**config.mk**
```make
export PLATFORM = sky130hd
export DESIGN_NAME = mpam_ctrl
export DESIGN_NICKNAME = d
export VERILOG_FILES = /design/src/mpam_pkg.sv /design/src/mpam_ctrl.sv
export SDC_FILE = /design/constraint.sdc
export NUM_CORES = 1
export LEC_CHECK = 0
export ABC_CLOCK_PERIOD_IN_PS = 3480
export BUFFER_PORTS_ARGS = -buffer_cell sky130_fd_sc_hd__buf_4
export CELL_PAD_IN_SITES_DETAIL_PLACEMENT = 0
export CELL_PAD_IN_SITES_GLOBAL_PLACEMENT = 1
export CORE_AREA = 2 2 46 53
export DETAILED_ROUTE_END_ITERATION = 16
export DIE_AREA = 0 0 48 55
export GPL_ROUTABILITY_DRIVEN = 0
export PLACE_DENSITY_LB_ADDON = 0.1
export SLEW_MARGIN = 15
export SYNTH_ARGS = -nofsm -noshare
export SYNTH_HDL_FRONTEND = slang
export SYNTH_SLANG_ARGS = --single-unit
```
**constraint.sdc**
```tcl
create_clock -name clk -period 3.48 [get_ports clk]
set_input_delay 0.348 -clock clk [delete_from_list [all_inputs] [get_ports clk]]
set_output_delay 0.348 -clock clk [all_outputs]
set_load 0.1 [all_outputs]
```
**src/mpam_pkg.sv**
```systemverilog
// ----------------------------------------------------------------------------
// mpam_pkg
// Shared constants, codes and types of the multi-pattern automaton matcher.
// ----------------------------------------------------------------------------
package mpam_pkg;

  localparam int unsigned MAX_NODES_DEF = 1024;
  localparam int unsigned ALPHABET_DEF  = 26;

  localparam int unsigned KIND_W   = 3;
  localparam int unsigned LETTER_W = 5;
  localparam int unsigned STATUS_W = 2;

  // item kinds
  localparam logic [KIND_W-1:0] KIND_PAT_LETTER  = 3'd0;
  localparam logic [KIND_W-1:0] KIND_PAT_END     = 3'd1;
  localparam logic [KIND_W-1:0] KIND_BUILD       = 3'd2;
  localparam logic [KIND_W-1:0] KIND_TEXT_LETTER = 3'd3;
  localparam logic [KIND_W-1:0] KIND_TEXT_START  = 3'd4;

  // result status codes
  localparam logic [STATUS_W-1:0] ST_OK        = 2'd0;
  localparam logic [STATUS_W-1:0] ST_POOL_FULL = 2'd1;
  localparam logic [STATUS_W-1:0] ST_BAD_PHASE = 2'd2;

  typedef enum logic [4:0] {
    S_CLR, S_IDLE, S_DECODE, S_INS_CHK, S_TXT_STEP, S_TXT_HIT,
    S_E_RD, S_E_V, S_E_FV, S_A_FAIL, S_A_AF, S_A_ACC, S_NEXT_C,
    S_DEQ, S_D_U, S_D_FU, S_FIN
  } state_t;

  typedef enum logic [4:0] {
    OP_NONE, OP_CLR, OP_TAKE, OP_RD_INS, OP_INS_UPD, OP_MARK, OP_ERR,
    OP_ERR_TXT, OP_TSTART, OP_RD_SCAN, OP_TXT_STEP, OP_TXT_HIT, OP_B_INIT,
    OP_RD_UC, OP_LATCH_V, OP_LATCH_FV, OP_WR_FAIL, OP_LATCH_AF, OP_WR_ACC,
    OP_NEXT_C, OP_DEQ_RD, OP_LD_U, OP_LD_FU, OP_B_DONE, OP_OUT_LOAD
  } dp_op_t;

  typedef struct packed {
    dp_op_t op;
  } dp_cmd_t;

  typedef struct packed {
    logic              built;
    logic [KIND_W-1:0] kind;
    logic              letter_ok;
    logic              edge_zero;  // edge read data is zero
    logic              v_zero;     // latched child is zero
    logic              is_root;
    logic              c_last;
    logic              q_empty;
    logic              clr_last;
    logic              out_free;
  } dp_stat_t;

endpackage

```
**src/mpam_ctrl.sv**
```systemverilog
// ----------------------------------------------------------------------------
// mpam_ctrl
// Sequencer: decodes items, steps the breadth-first build, loads results.
// ----------------------------------------------------------------------------
module mpam_ctrl (
  input  logic              clk,
  input  logic              rst,
  input  logic              in_valid,
  output logic              in_ready,
  input  mpam_pkg::dp_stat_t stat,
  output mpam_pkg::dp_cmd_t  cmd
);

  mpam_pkg::state_t state, state_next;

  logic ok_ins, ok_mark, ok_build, ok_txt, bad_txt, ok_tstart;

  always_comb begin
    ok_ins    = stat.kind == mpam_pkg::KIND_PAT_LETTER && !stat.built && stat.letter_ok;
    ok_mark   = stat.kind == mpam_pkg::KIND_PAT_END && !stat.built;
    ok_build  = stat.kind == mpam_pkg::KIND_BUILD && !stat.built;
    ok_txt    = stat.kind == mpam_pkg::KIND_TEXT_LETTER && stat.built && stat.letter_ok;
    bad_txt   = stat.kind == mpam_pkg::KIND_TEXT_LETTER && stat.built && !stat.letter_ok;
    ok_tstart = stat.kind == mpam_pkg::KIND_TEXT_START && stat.built;
  end

  always_ff @(posedge clk) begin
    if (rst) begin
      state <= mpam_pkg::S_CLR;
    end else begin
      state <= state_next;
    end
  end

  always_comb begin
    state_next = state;
    unique case (state)
      mpam_pkg::S_CLR:      if (stat.clr_last) state_next = mpam_pkg::S_IDLE;
      mpam_pkg::S_IDLE:     if (in_valid) state_next = mpam_pkg::S_DECODE;
      mpam_pkg::S_DECODE: begin
        priority if (ok_ins)   state_next = mpam_pkg::S_INS_CHK;
        else if (ok_build)     state_next = mpam_pkg::S_E_RD;
        else if (ok_txt)       state_next = mpam_pkg::S_TXT_STEP;
        else                   state_next = mpam_pkg::S_FIN;
      end
      mpam_pkg::S_INS_CHK:  state_next = mpam_pkg::S_FIN;
      mpam_pkg::S_TXT_STEP: state_next = mpam_pkg::S_TXT_HIT;
      mpam_pkg::S_TXT_HIT:  state_next = mpam_pkg::S_FIN;
      mpam_pkg::S_E_RD:     state_next = mpam_pkg::S_E_V;
      mpam_pkg::S_E_V: begin
        priority if (!stat.is_root) state_next = mpam_pkg::S_E_FV;
        else if (stat.edge_zero)    state_next = mpam_pkg::S_NEXT_C;
        else                        state_next = mpam_pkg::S_A_FAIL;
      end
      mpam_pkg::S_E_FV:
        state_next = stat.v_zero ? mpam_pkg::S_NEXT_C : mpam_pkg::S_A_FAIL;
      mpam_pkg::S_A_FAIL:   state_next = mpam_pkg::S_A_AF;
      mpam_pkg::S_A_AF:     state_next = mpam_pkg::S_A_ACC;
      mpam_pkg::S_A_ACC:    state_next = mpam_pkg::S_NEXT_C;
      mpam_pkg::S_NEXT_C:
        state_next = stat.c_last ? mpam_pkg::S_DEQ : mpam_pkg::S_E_RD;
      mpam_pkg::S_DEQ:
        state_next = stat.q_empty ? mpam_pkg::S_FIN : mpam_pkg::S_D_U;
      mpam_pkg::S_D_U:      state_next = mpam_pkg::S_D_FU;
      mpam_pkg::S_D_FU:     state_next = mpam_pkg::S_E_RD;
      mpam_pkg::S_FIN:      if (stat.out_free) state_next = mpam_pkg::S_IDLE;
      default:              state_next = mpam_pkg::S_CLR;
    endcase
  end

  always_comb begin
    cmd.op   = mpam_pkg::OP_NONE;
    in_ready = 1'b0;
    unique case (state)
      mpam_pkg::S_CLR: cmd.op = mpam_pkg::OP_CLR;
      mpam_pkg::S_IDLE: begin
        in_ready = 1'b1;
        cmd.op   = mpam_pkg::OP_TAKE;
      end
      mpam_pkg::S_DECODE: begin
        priority if (ok_ins) cmd.op = mpam_pkg::OP_RD_INS;
        else if (ok_mark)    cmd.op = mpam_pkg::OP_MARK;
        else if (ok_build)   cmd.op = mpam_pkg::OP_B_INIT;
        else if (ok_txt)     cmd.op = mpam_pkg::OP_RD_SCAN;
        else if (bad_txt)    cmd.op = mpam_pkg::OP_ERR_TXT;
        else if (ok_tstart)  cmd.op = mpam_pkg::OP_TSTART;
        else                 cmd.op = mpam_pkg::OP_ERR;
      end
      mpam_pkg::S_INS_CHK:  cmd.op = mpam_pkg::OP_INS_UPD;
      mpam_pkg::S_TXT_STEP: cmd.op = mpam_pkg::OP_TXT_STEP;
      mpam_pkg::S_TXT_HIT:  cmd.op = mpam_pkg::OP_TXT_HIT;
      mpam_pkg::S_E_RD:     cmd.op = mpam_pkg::OP_RD_UC;
      mpam_pkg::S_E_V:      cmd.op = mpam_pkg::OP_LATCH_V;
      mpam_pkg::S_E_FV:     cmd.op = mpam_pkg::OP_LATCH_FV;
      mpam_pkg::S_A_FAIL:   cmd.op = mpam_pkg::OP_WR_FAIL;
      mpam_pkg::S_A_AF:     cmd.op = mpam_pkg::OP_LATCH_AF;
      mpam_pkg::S_A_ACC:    cmd.op = mpam_pkg::OP_WR_ACC;
      mpam_pkg::S_NEXT_C:   cmd.op = mpam_pkg::OP_NEXT_C;
      mpam_pkg::S_DEQ:
        cmd.op = stat.q_empty ? mpam_pkg::OP_B_DONE : mpam_pkg::OP_DEQ_RD;
      mpam_pkg::S_D_U:      cmd.op = mpam_pkg::OP_LD_U;
      mpam_pkg::S_D_FU:     cmd.op = mpam_pkg::OP_LD_FU;
      mpam_pkg::S_FIN:      if (stat.out_free) cmd.op = mpam_pkg::OP_OUT_LOAD;
      default:              cmd.op = mpam_pkg::OP_NONE;
    endcase
  end

endmodule

```
==> impl_results.md, run 1 <==
* VDD IR max at about 0.3 mV
* Cts repair resizes at 0
* Grt met3 use at ~1.3%
* Worst Min Path Start: rst
* Ports at 21
* Top Registers: state x5
* Nets at between 100 and 150
* Placeable Area at roughly 2100 um^2
* WP buf/inv at 2
* Largest register by flop count: state
* Final cell utilization of the core at between 40% and 50%
* Final setup violation count at 0
* Skew-Pair Late Insertion Delay at between 200 and 250 ps
* DR vias/cell at between 5 and 6
* # diodes at 0
* Clock transition at path regs at 40 ps
* Gr busiest metal: met2
* TritonCTS sink count at 5
* Met2 Usage GRT at approximately 33%
* CP Launch Point: state[1]
* Die width at between 40 and 50 um
* Clock Tree Buf Depth at 2
* Max_slew headroom at between 50% and 60%
* First-pass DRT Iterations at 4
* Largest stage delay, worst path at approximately 730 ps
* Ys async rst share at 0%
* Required @ worst endpoint at approximately 3100 ps
* Layout cell share with drive strength beyond 1 at between 20% and 30%
* Highest clock rate at just under 400 MHz
* Inserted Clock Buffers at 3
* Yosys top cell area share at 12.70%
* Number of flip-flops in the largest register at 5
* Worst min-delay path class: in2reg
* Via count at ~900
* Post CTS Setup Buffer Count at 0
* Syn Nets at 126
* Vias in the first global route at around 800
* Detail Placement HPWL at approximately 1.7 mm
* Root Buffer: clkbuf_4
* RSZ-0062 raised after global routing: no
* Number of synthesized flops with an enable pin at 0
* Startpoint types: flop
* Max stage delay cell, worst path: dfxtp_1
* Worst setup EP type: output port
* Initial antenna violation count at 0
* Starting Density at 36.84%
* Total leakage power at 0.3645 nW
* Setup TNS at 0 ps
* Ys Warns at 0
* Distinct cells, synth at 49
* CTS tree: yes
* Die ar. at 2640 um^2
* Slew @ Worst Pin at 671.8 ps
* Pin count of the biggest net entering global routing at 20
* Register area share after synthesis at roughly 13%
* Hold_buf cts at 0
* Synthesized flop and latch total at 5
* Reg-to-Reg Start: state[0]
* Clk_skew at about 0.67 ps
* Rows at 18
* # DRC at 0
* Power Density at around 450 nW/um^2
* Commonest register cell after synthesis: dfxtp_1
* Fin. Hold Viols at 0
* Routed wire per std cell at between 10 and 15 um
* Count of non-filler cells in the finished layout at between 150 and 200
* Height of the die at 55 um
* Critical-path cell list: nand2b_1 -> nor4_4 -> inv_1 -> o32ai_1 -> buf_4
* Largest cells by area after synthesis: dfxtp_1 13%, nor4_4 5.4%, nor2_1 5.2%
* Status: completed
* Grt ovf at 0
* GRT Util Overall at a little under a fifth
* Largest area contributor in the netlist: dfxtp_1
* Hold Worst Slack at just over 300 ps
* CP Max Fanout at 18
* Dpl cells at between 150 and 200
* Worst setup path class: reg2out
* Total wire length at around 2.2 mm
* Top Family by Delay on Critical Path: flip-flops
* Syn Inst Count at 111
* Tmin final at 2576 ps
* First-pass GRT wire length at between 3 and 4 mm
* Tcrit/Tclk final at about three quarters
* Slew Limit Fails at 0
* Critical path arrival at 2230 ps
* H-tree Lvls at 1
* Final WS setup at between 900 and 1000 ps
* GR Layer Usage met1 at around 25%
* Worst slack, placed at roughly 1200 ps
* Maxcap violations at 0
* Port-buffer cells at 20
* Synth Cell Area at 788.3 um^2
* Syn-to-layout area delta at 23.17%
* Synth Area per Inst at between 7 and 8 um^2
* Final ANT Viol Nets at 0
* Violation count after the first detailed-routing iteration at 11
-- report_power, final --
part / switching, mW / internal (mW) / leakage (nW)
logic: 0.191 / 0.0805 / 0.309
clock network: 0.0216 / 0.0432 / 0.0150
registers: 0.0324 / 0.0637 / 0.0406
-- metal layers --
layer | vias up | routed length, um
met5 | - | 0
met4 | 0 | 0
met3 | 0 | 83
met2 | 19 | 1143
met1 | 425 | 1013
li1 | 459 | -
-- layout by cell type (no fill, tap or decap), types with 2 or more instances in the layout --
master	count
buf_4	21
nor2_1	11
nand2b_1	5
nand2_1	5
dfxtp_1	5
inv_1	4
a21o_1	4
nor3_1	4
a31oi_1	4
a21oi_1	4
o21ai_0	4
nand3_1	3
nor2b_1	3
clkbuf_4	3
nor4_4	2
a211oi_1	2
o32ai_1	2
nor4bb_1	2
o22ai_1	2
o211ai_1	2
a2111oi_0	2
a22oi_1	2
o221ai_1	2
a311oi_1	2
-- logic make-up (layout without fill, tap and decap cells) --
group,Yosys count,after routing,share of synthesized area (%)
AO/OA/AOI/OAI,43,43,39.84
multiplexers,1,1,1.270
flip-flops,5,5,12.70
AND/OR/NAND/NOR,46,46,37.15
buffers and inverters,16,30,9.045
-- synthesized netlist by cell type, types with 2 or more instances --
| library cell | number |
|---|---|
| a211oi_1 | 2 |
| nand2_1 | 5 |
| nand2b_1 | 5 |
| nor4_4 | 2 |
| inv_1 | 4 |
| a31oi_1 | 4 |
| o32ai_1 | 2 |
| nor2b_1 | 3 |
| clkbuf_1 | 4 |
| a21oi_1 | 4 |
| nor4bb_1 | 2 |
| a21o_1 | 4 |
| o22ai_1 | 2 |
| o211ai_1 | 2 |
| a2111oi_0 | 2 |
| dfxtp_1 | 5 |
| buf_2 | 5 |
| nand3_1 | 3 |
| nor2_1 | 11 |
| o21ai_0 | 4 |
| a311oi_1 | 2 |
| nor3_1 | 4 |
| nor4_1 | 2 |
| o221ai_1 | 2 |
| a22oi_1 | 2 |
-- worst register-to-register path: stages, from the launching register on --
cell and delay, ps:
dfxtp_1 730, inv_2 160, nor4_4 320, o221ai_1 160, a311oi_1 320
-- metrics by stage --
step / cell area, um^2 / power, mW
5_1_grt: 970.9 / 0.4557
3_3_place_gp: 944.7 / 0.3693
4_1_cts: 970.9 / 0.4349
3_5_place_dp: 944.7 / 0.3688
2_1_floorplan: 802.0 / 0.3077
6_report: 970.9 / 0.4322
-- final timing paths --
path | end | slack [ps] | depth (start not counted)
worst max-delay path | cmd[0] | 900 | 5
worst min-delay path | state[4] | 310 | 2
worst max register to register | state[0] | 1690 | 4
worst min register to register | state[2] | 700 | 3
-- final cells by class --
type,instances,area (um^2)
clock buffers,4,26.28
fillers,238,1169
inverters,5,18.77
multi-input cells,90,630.6
flip-flops and latches,5,100.1
well taps,30,37.54
repair buffers,21,157.7
No activity file was read; power rests on OpenSTA's default activity.
==> run 2: changes to the inputs <==
--- a/config.mk
+++ b/config.mk
@@ -5,13 +5,13 @@
 export SDC_FILE = /design/constraint.sdc
 export NUM_CORES = 1
 export LEC_CHECK = 0
-export ABC_CLOCK_PERIOD_IN_PS = 3480
+export ABC_CLOCK_PERIOD_IN_PS = 2250
 export BUFFER_PORTS_ARGS = -buffer_cell sky130_fd_sc_hd__buf_4
 export CELL_PAD_IN_SITES_DETAIL_PLACEMENT = 0
 export CELL_PAD_IN_SITES_GLOBAL_PLACEMENT = 1
-export CORE_AREA = 2 2 46 53
+export CORE_AREA = 2 2 51 58
 export DETAILED_ROUTE_END_ITERATION = 16
-export DIE_AREA = 0 0 48 55
+export DIE_AREA = 0 0 53 60
 export GPL_ROUTABILITY_DRIVEN = 0
 export PLACE_DENSITY_LB_ADDON = 0.1
 export SLEW_MARGIN = 15
==> constraint.sdc (replaced) <==
create_clock -name clk -period 2.25 [get_ports clk]
set_input_delay 0.225 -clock clk [delete_from_list [all_inputs] [get_ports clk]]
set_output_delay 0.225 -clock clk [all_outputs]
set_load 0.1 [all_outputs]
==> run 2 against run 1 <==
Effect of this change:
- final cell count increased by 4.5%
- clock-buffer cell count unchanged
- critical path depth unchanged
- sequential power increased by 55%
- register-to-register slack got worse by 1300 ps
- largest power group unchanged
- design area increased by 14%
- die area increased by 20%
- clock power increased by 57%
- clock skew increased by 3.0 ps
- power increased by 73%
- wire length increased by 15%
- setup slack got worse by 810 ps
==> impl_results.md, run 2 (same netlist as run 1, synthesis figures left out) <==
* Total leakage power at 0.4110 nW (was 0.3645 nW)
* H-tree Lvls at 1 (unchanged)
* Total wire length at 2.576 mm (was 2.239 mm)
* Initial antenna violation count at 0 (unchanged)
* # diodes at 0 (unchanged)
* Power Density at 673.1 nW/um^2 (was 445.1 nW/um^2)
* WP buf/inv at 1 (was 2)
* CTS tree: yes (unchanged)
* Worst Min Path Start: rst (unchanged)
* Clk_skew at 3.667 ps (was 0.6708 ps)
* Worst slack, placed at 278.5 ps (was 1151 ps)
* Post CTS Setup Buffer Count at 0 (unchanged)
* RSZ-0062 raised after global routing: no (unchanged)
* Clock Tree Buf Depth at 2 (unchanged)
* Violation count after the first detailed-routing iteration at 32 (was 11)
* Critical-path cell list: nor2_1 -> and2_1 -> a211o_1 -> o311ai_4 -> buf_4 (was nand2b_1 -> nor4_4 -> inv_1 -> o32ai_1 -> buf_4)
* DR vias/cell at 5.870 (was 5.826)
* Layout cell share with drive strength beyond 1 at 34.11% (was 25.60%)
* Height of the die at 60 um (was 55 um)
* CP Max Fanout at 10 (was 18)
* Startpoint types: flop (unchanged)
* First-pass GRT wire length at 4.347 mm (was 3.581 mm)
* Most common cell after layout, fill and taps aside: buf_4 (unchanged)
* Worst r2r path cells at 5 (was 4)
* TritonCTS sink count at 5 (unchanged)
* Worst R2R End: state[0] (unchanged)
* Maxcap violations at 0 (unchanged)
* Top Family by Delay on Critical Path: flip-flops (unchanged)
* Pin count of the biggest net entering global routing at 17 (was 20)
* Vias in the first global route at 972 (was 801)
* Top Registers: state x5 (unchanged)
* Final WS setup at 90.27 ps (was 903.8 ps)
* Tmin final at roughly 2200 ps
* Die ar. at 3180 um^2 (was 2640 um^2)
* Placeable Area at 2628 um^2 (was 2140 um^2)
* Tcrit/Tclk final at 95.99%
* Port-buffer cells at 20 (unchanged)
* Max stage delay cell, worst path: dfxtp_1 (unchanged)
* First-pass DRT Iterations at 4 (unchanged)
* Highest clock rate at between 400 and 500 MHz
* Final setup violation count at 0 (unchanged)
* Starting Density at 30.00% (was 36.84%)
* Status: completed (unchanged)
* # DRC at 0 (unchanged)
* Clock transition at path regs at 40 ps (about the same)
* Via count at 951 (was 903)
* Die width at 53 um (was 48 um)
* Slew Limit Fails at 0 (unchanged)
* Fin. Hold Viols at 0 (unchanged)
* Commonest cells after routing, fill and taps aside: 23 x buf_4, 10 x nor2_1, 5 x nand2b_1, 5 x nand2_1 (was 21 x buf_4, 11 x nor2_1, 5 x nand2b_1, 5 x nand2_1, 5 x dfxtp_1)
* Inserted Clock Buffers at 3 (unchanged)
* Setup TNS at 0 ps (unchanged)
* Ports at 21 (unchanged)
* Required @ worst endpoint at 2030 ps (was 3130 ps)
* Syn-to-layout area delta at 40.63% (was 23.17%)
* Critical path arrival at 1930 ps (was 2230 ps)
* Number of flip-flops in the largest register at 5 (unchanged)
* Largest register by flop count: state (unchanged)
* Stages on worst setup path at 5 (unchanged)
* Nets at 145 (was 141)
* Detail Placement HPWL at 2.017 mm (was 1.704 mm)
* Reg-to-Reg Start: state[4] (was state[0])
* VDD IR max at 0.3909 mV (was 0.3059 mV)
* Hold path endpoint: state[1] (was state[4])
* Slew @ Worst Pin at 565.1 ps (was 671.8 ps)
* Worst setup EP type: output port (unchanged)
* Skew-Pair Late Insertion Delay at 240 ps (was 230 ps)
* Largest stage delay, worst path at 570 ps (was 730 ps)
* Root Buffer: clkbuf_4 (unchanged)
* Max_slew headroom at 62.27% (was 55.15%)
* Worst setup path class: reg2out (unchanged)
* Grt ovf at 0 (unchanged)
* Rows at 20 (was 18)
* Hold path depth at 2 (unchanged)
* Internal reg-to-reg setup slack at 440 ps (was 1690 ps)
* Routed wire per std cell at 15.90 um (was 14.45 um)
* Final ANT Viol Nets at 0 (unchanged)
* GRT Util Overall at 18.14% (was 18.74%)
* Worst min-delay path class: in2reg (unchanged)
## run 2: changes by cell type in the layout (fill, tap and decap cells not counted), sizes merged
cell and change:
buf +4
## run 2: repair_timing
item | CTS | global route
hold buffers | 0 | 0
setup endpoints to repair | 0 | 3
gates resized for setup | 0 | 2
## run 2: routing by layer
layer  wire, um  GRT usage [%]
met4          0          4.762
met1       1135          22.61
met2       1355          33.57
met5          0              0
met3         84         0.7500
## run 2: worst max path at each step
stage / startpoint / endpoint / slack [ps]
after floorplan: state[2] / cmd[3] / -210
after global placement: state[1] / cmd[0] / 290
after detailed placement: state[1] / cmd[0] / 280
after CTS: state[1] / cmd[0] / 20
after global routing: state[2] / cmd[1] / 40
final: state[2] / cmd[1] / 90
## run 2: cell type report
type | instances | area [um^2]
clock buffers | 4 | 26.28
inverters | 5 | 18.77
multi-input cells | 90 | 705.7
repair buffers | 25 | 212.7
flip-flops and latches | 5 | 103.9
fillers | 279 | 1519
well taps | 33 | 41.29
## run 2: through the flow
step | area (um^2) | power [mW] | utilization, % | hold WS [ps] | instances
after detailed placement | 1079 | 0.6451 | 41.05 | 441.7 | 158
after CTS | 1105 | 0.7505 | 42.05 | 187.9 | 162
after floorplan | 894.6 | 0.5285 | - | 289.7 | 111
after global routing | 1109 | 0.7957 | 42.19 | 183.6 | 162
after global placement | 1079 | 0.6448 | 41.05 | 459.5 | 158
final | 1109 | 0.7462 | 42.19 | 194.4 | 162
## run 2: worst reg2reg max path: stages, from the launching register on
cell and delay (ps):
dfxtp_1 670, buf_4 270, nor4bb_1 240, o21a_1 170
a311oi_1 50, a311oi_1 310
## run 2: report_power, final
group | switching [mW] | internal [mW] | leakage [nW] | total, mW
sequential | 0.0488 | 0.100 | 0.0419 | 0.149
clock | 0.0347 | 0.0669 | 0.0150 | 0.102
combinational | 0.329 | 0.167 | 0.354 | 0.496
total | 0.412 | 0.334 | 0.411 | 0.746
==> run 3: changes to the inputs <==
--- a/config.mk
+++ b/config.mk
@@ -7,7 +7,7 @@
 export LEC_CHECK = 0
 export ABC_CLOCK_PERIOD_IN_PS = 2250
 export BUFFER_PORTS_ARGS = -buffer_cell sky130_fd_sc_hd__buf_4
-export CELL_PAD_IN_SITES_DETAIL_PLACEMENT = 0
+export CELL_PAD_IN_SITES_DETAIL_PLACEMENT = 1
 export CELL_PAD_IN_SITES_GLOBAL_PLACEMENT = 1
 export CORE_AREA = 2 2 51 58
 export DETAILED_ROUTE_END_ITERATION = 16
==> run 3 against run 2 <==
Effect of this change:
- clock skew hardly changed
- power rose by 1.6%
- register-to-register slack lost 60 ps
- design area rose by 0.11%
- flip-flop and latch count unchanged
- hold slack improved by 4.1 ps
- clock-buffer cell count did not move
- die area did not move
- critical path type unchanged
- critical endpoint unchanged
==> impl_results.md, run 3 (same netlist as run 1, synthesis figures left out) <==
* Worst min-delay path class: in2reg (unchanged)
* Placeable Area at 2628 um^2 (unchanged)
* Total leakage power at 0.4115 nW (was 0.4110 nW)
* CP Max Fanout at 16 (was 10)
* Hold_buf cts at 0 (unchanged)
* Vias in the first global route at 973 (was 972)
* Height of the die at 60 um (unchanged)
* Ports at 21 (unchanged)
* Placed Area at 1079 um^2 (unchanged)
* TritonCTS sink count at 5 (unchanged)
* Nets at 145 (unchanged)
* Pin count of the biggest net entering global routing at 17 (unchanged)
* First-pass GRT wire length at 4.602 mm (was 4.347 mm)
* Internal reg-to-reg setup slack at 380 ps (was 440 ps)
* GRT Util Overall at 19.54% (was 18.14%)
* Worst setup path class: reg2out (unchanged)
* Largest stage delay, worst path at 550 ps (was 570 ps)
* Port-buffer cells at 20 (unchanged)
* Detail Placement HPWL at 2.237 mm (was 2.017 mm)
* Die width at 53 um (unchanged)
* Tcrit/Tclk final at 94.52% (was 95.99%)
* Gate power share at 66.1% (was 66.4%)
* Maxcap violations at 0 (unchanged)
* Total wire length at 2.838 mm (was 2.576 mm)
* CTS tree: yes (unchanged)
* Reg-to-Reg Start: state[4] (unchanged)
* # diodes at 0 (unchanged)
* Largest register by flop count: state (unchanged)
* Fin. Hold Viols at 0 (unchanged)
* Final ANT Viol Nets at 0 (unchanged)
* Highest clock rate at 470.2 MHz (was 463.0 MHz)
* Slew Limit Fails at 0 (unchanged)
* Max stage delay cell, worst path: dfxtp_2 (was dfxtp_1)
* Hold path depth at 2 (unchanged)
* Grt ovf at 0 (unchanged)
* Die ar. at 3180 um^2 (unchanged)
* Initial antenna violation count at 0 (unchanged)
* Critical-path cell list: nor2_1 -> and2_1 -> a211o_1 -> o311ai_4 -> buf_4 (unchanged)
* Worst R2R End: state[0] (unchanged)
* Psw at 0.4238 mW (was 0.4121 mW)
* Reg power frac at 19.9% (was 20.0%)
* VDD IR max at 0.4212 mV (was 0.3909 mV)
* # DRC at 0 (unchanged)
* First-pass DRT Iterations at 4 (unchanged)
* Commonest cells after routing, fill and taps aside: 23 x buf_4, 10 x nor2_1, 5 x nand2b_1, 5 x nand2_1 (unchanged)
* Switching share of total power at 55.90% (was 55.23%)
* Violation count after the first detailed-routing iteration at 25 (was 32)
* Final setup violation count at 0 (unchanged)
* Clk pwr share at 14.0% (was 13.6%)
* Clock transition at path regs at 50 ps (was 40 ps)
* Required @ worst endpoint at 2030 ps (about the same)
* Critical path arrival at 1900 ps (was 1930 ps)
* RSZ-0062 raised after global routing: no (unchanged)
* H-tree Lvls at 1 (unchanged)
* Max_slew headroom at 62.02% (was 62.27%)
* Starting Density at 30.00% (unchanged)
* Worst setup EP type: output port (unchanged)
* Status: completed (unchanged)
* Startpoint types: flop (unchanged)
* Top Registers: state x5 (unchanged)
* Via count at 944 (was 951)
* Routed wire per std cell at 17.52 um (was 15.90 um)
* Tmin final at 2127 ps (was 2160 ps)
* Clock Tree Buf Depth at 2 (unchanged)
* Hold path endpoint: state[1] (unchanged)
* Final Instance Area at 1110 um^2 (was 1109 um^2)
* Clk_skew at 3.650 ps (was 3.667 ps)
* Slew @ Worst Pin at 568.9 ps (was 565.1 ps)
* Syn-to-layout area delta at 40.79% (was 40.63%)
* Power after layout at 0.7580 mW (was 0.7462 mW)
* Power Density at 683.0 nW/um^2 (was 673.1 nW/um^2)
* Rows at 20 (unchanged)
* Inserted Clock Buffers at 3 (unchanged)
* DR vias/cell at 5.827 (was 5.870)
* Layout cell share with drive strength beyond 1 at 34.88% (was 34.11%)
* Most common cell after layout, fill and taps aside: buf_4 (unchanged)
* Internal power at 0.3343 mW (was 0.3341 mW)
* Number of flip-flops in the largest register at 5 (unchanged)
* Worst Min Path Start: rst (unchanged)
* Skew-Pair Late Insertion Delay at 240 ps (about the same)
* Worst r2r path cells at 5 (unchanged)
* Root Buffer: clkbuf_4 (unchanged)
==> run 3: cell types whose count changed in the layout (fill, tap and decap cells not counted) <==
| cell | change |
|---|---|
| dfxtp_1 | -1 |
| dfxtp_2 | +1 |
==> run 3: how the worst max path moves through the flow <==
stage,from,to,depth (start not counted)
after floorplan,state[2],cmd[3],4
after global placement,state[1],cmd[0],6
after detailed placement,state[1],cmd[0],6
after CTS,state[1],cmd[0],6
after global routing,state[3],cmd[1],5
final,state[3],cmd[1],5
==> run 3: power groups by stage <==
stage	combinational (mW)	clock, mW	sequential (mW)
after floorplan	0.414	0	0.115
after global placement	0.495	0	0.150
after detailed placement	0.500	0	0.151
after CTS	0.502	0.109	0.149
after global routing	0.530	0.114	0.155
final	0.501	0.106	0.151
==> run 3: cell type report <==
class                      count  area, um^2
inverter                       5       18.77
timing repair buffer          25       212.7
multi-input combinational     90       705.7
tap                           33       41.29
sequential                     5       105.1
fill                         325        1518
clock buffer                   4       26.28
==> run 3: critical path, delay by kind of cell (launching register included) <==
kind	cells	cell delay, ps
buffers and inverters	1	330
AND/OR/NAND/NOR	2	370
flip-flops	1	550
AO/OA/AOI/OAI	2	400
==> run 3: metrics by stage <==
stage | hold slack, ps | util (%) | setup TNS (ps) | cells | setup WS, ps
after CTS | 197.1 | 42.05 | 0 | 162 | 19.88
final | 198.5 | 42.24 | 0 | 162 | 123.4
after floorplan | 289.7 | - | -292.9 | 111 | -207.5
after detailed placement | 455.5 | 41.05 | 0 | 158 | 288.1
after global placement | 459.5 | 41.05 | 0 | 158 | 289.1
after global routing | 201.2 | 42.24 | 0 | 162 | 31.54
==> run 3: per-layer routing <==
layer | routed length (um) | global-route usage, %
met5 | 0 | 0
met4 | 36 | 5.861
met3 | 67 | 1.000
met2 | 1465 | 35.00
met1 | 1268 | 24.92
==> run 3: repair_timing <==
action,in CTS,in global routing
endpoints found under the setup margin,0,4
resized for setup,0,3
buffers inserted,0,0
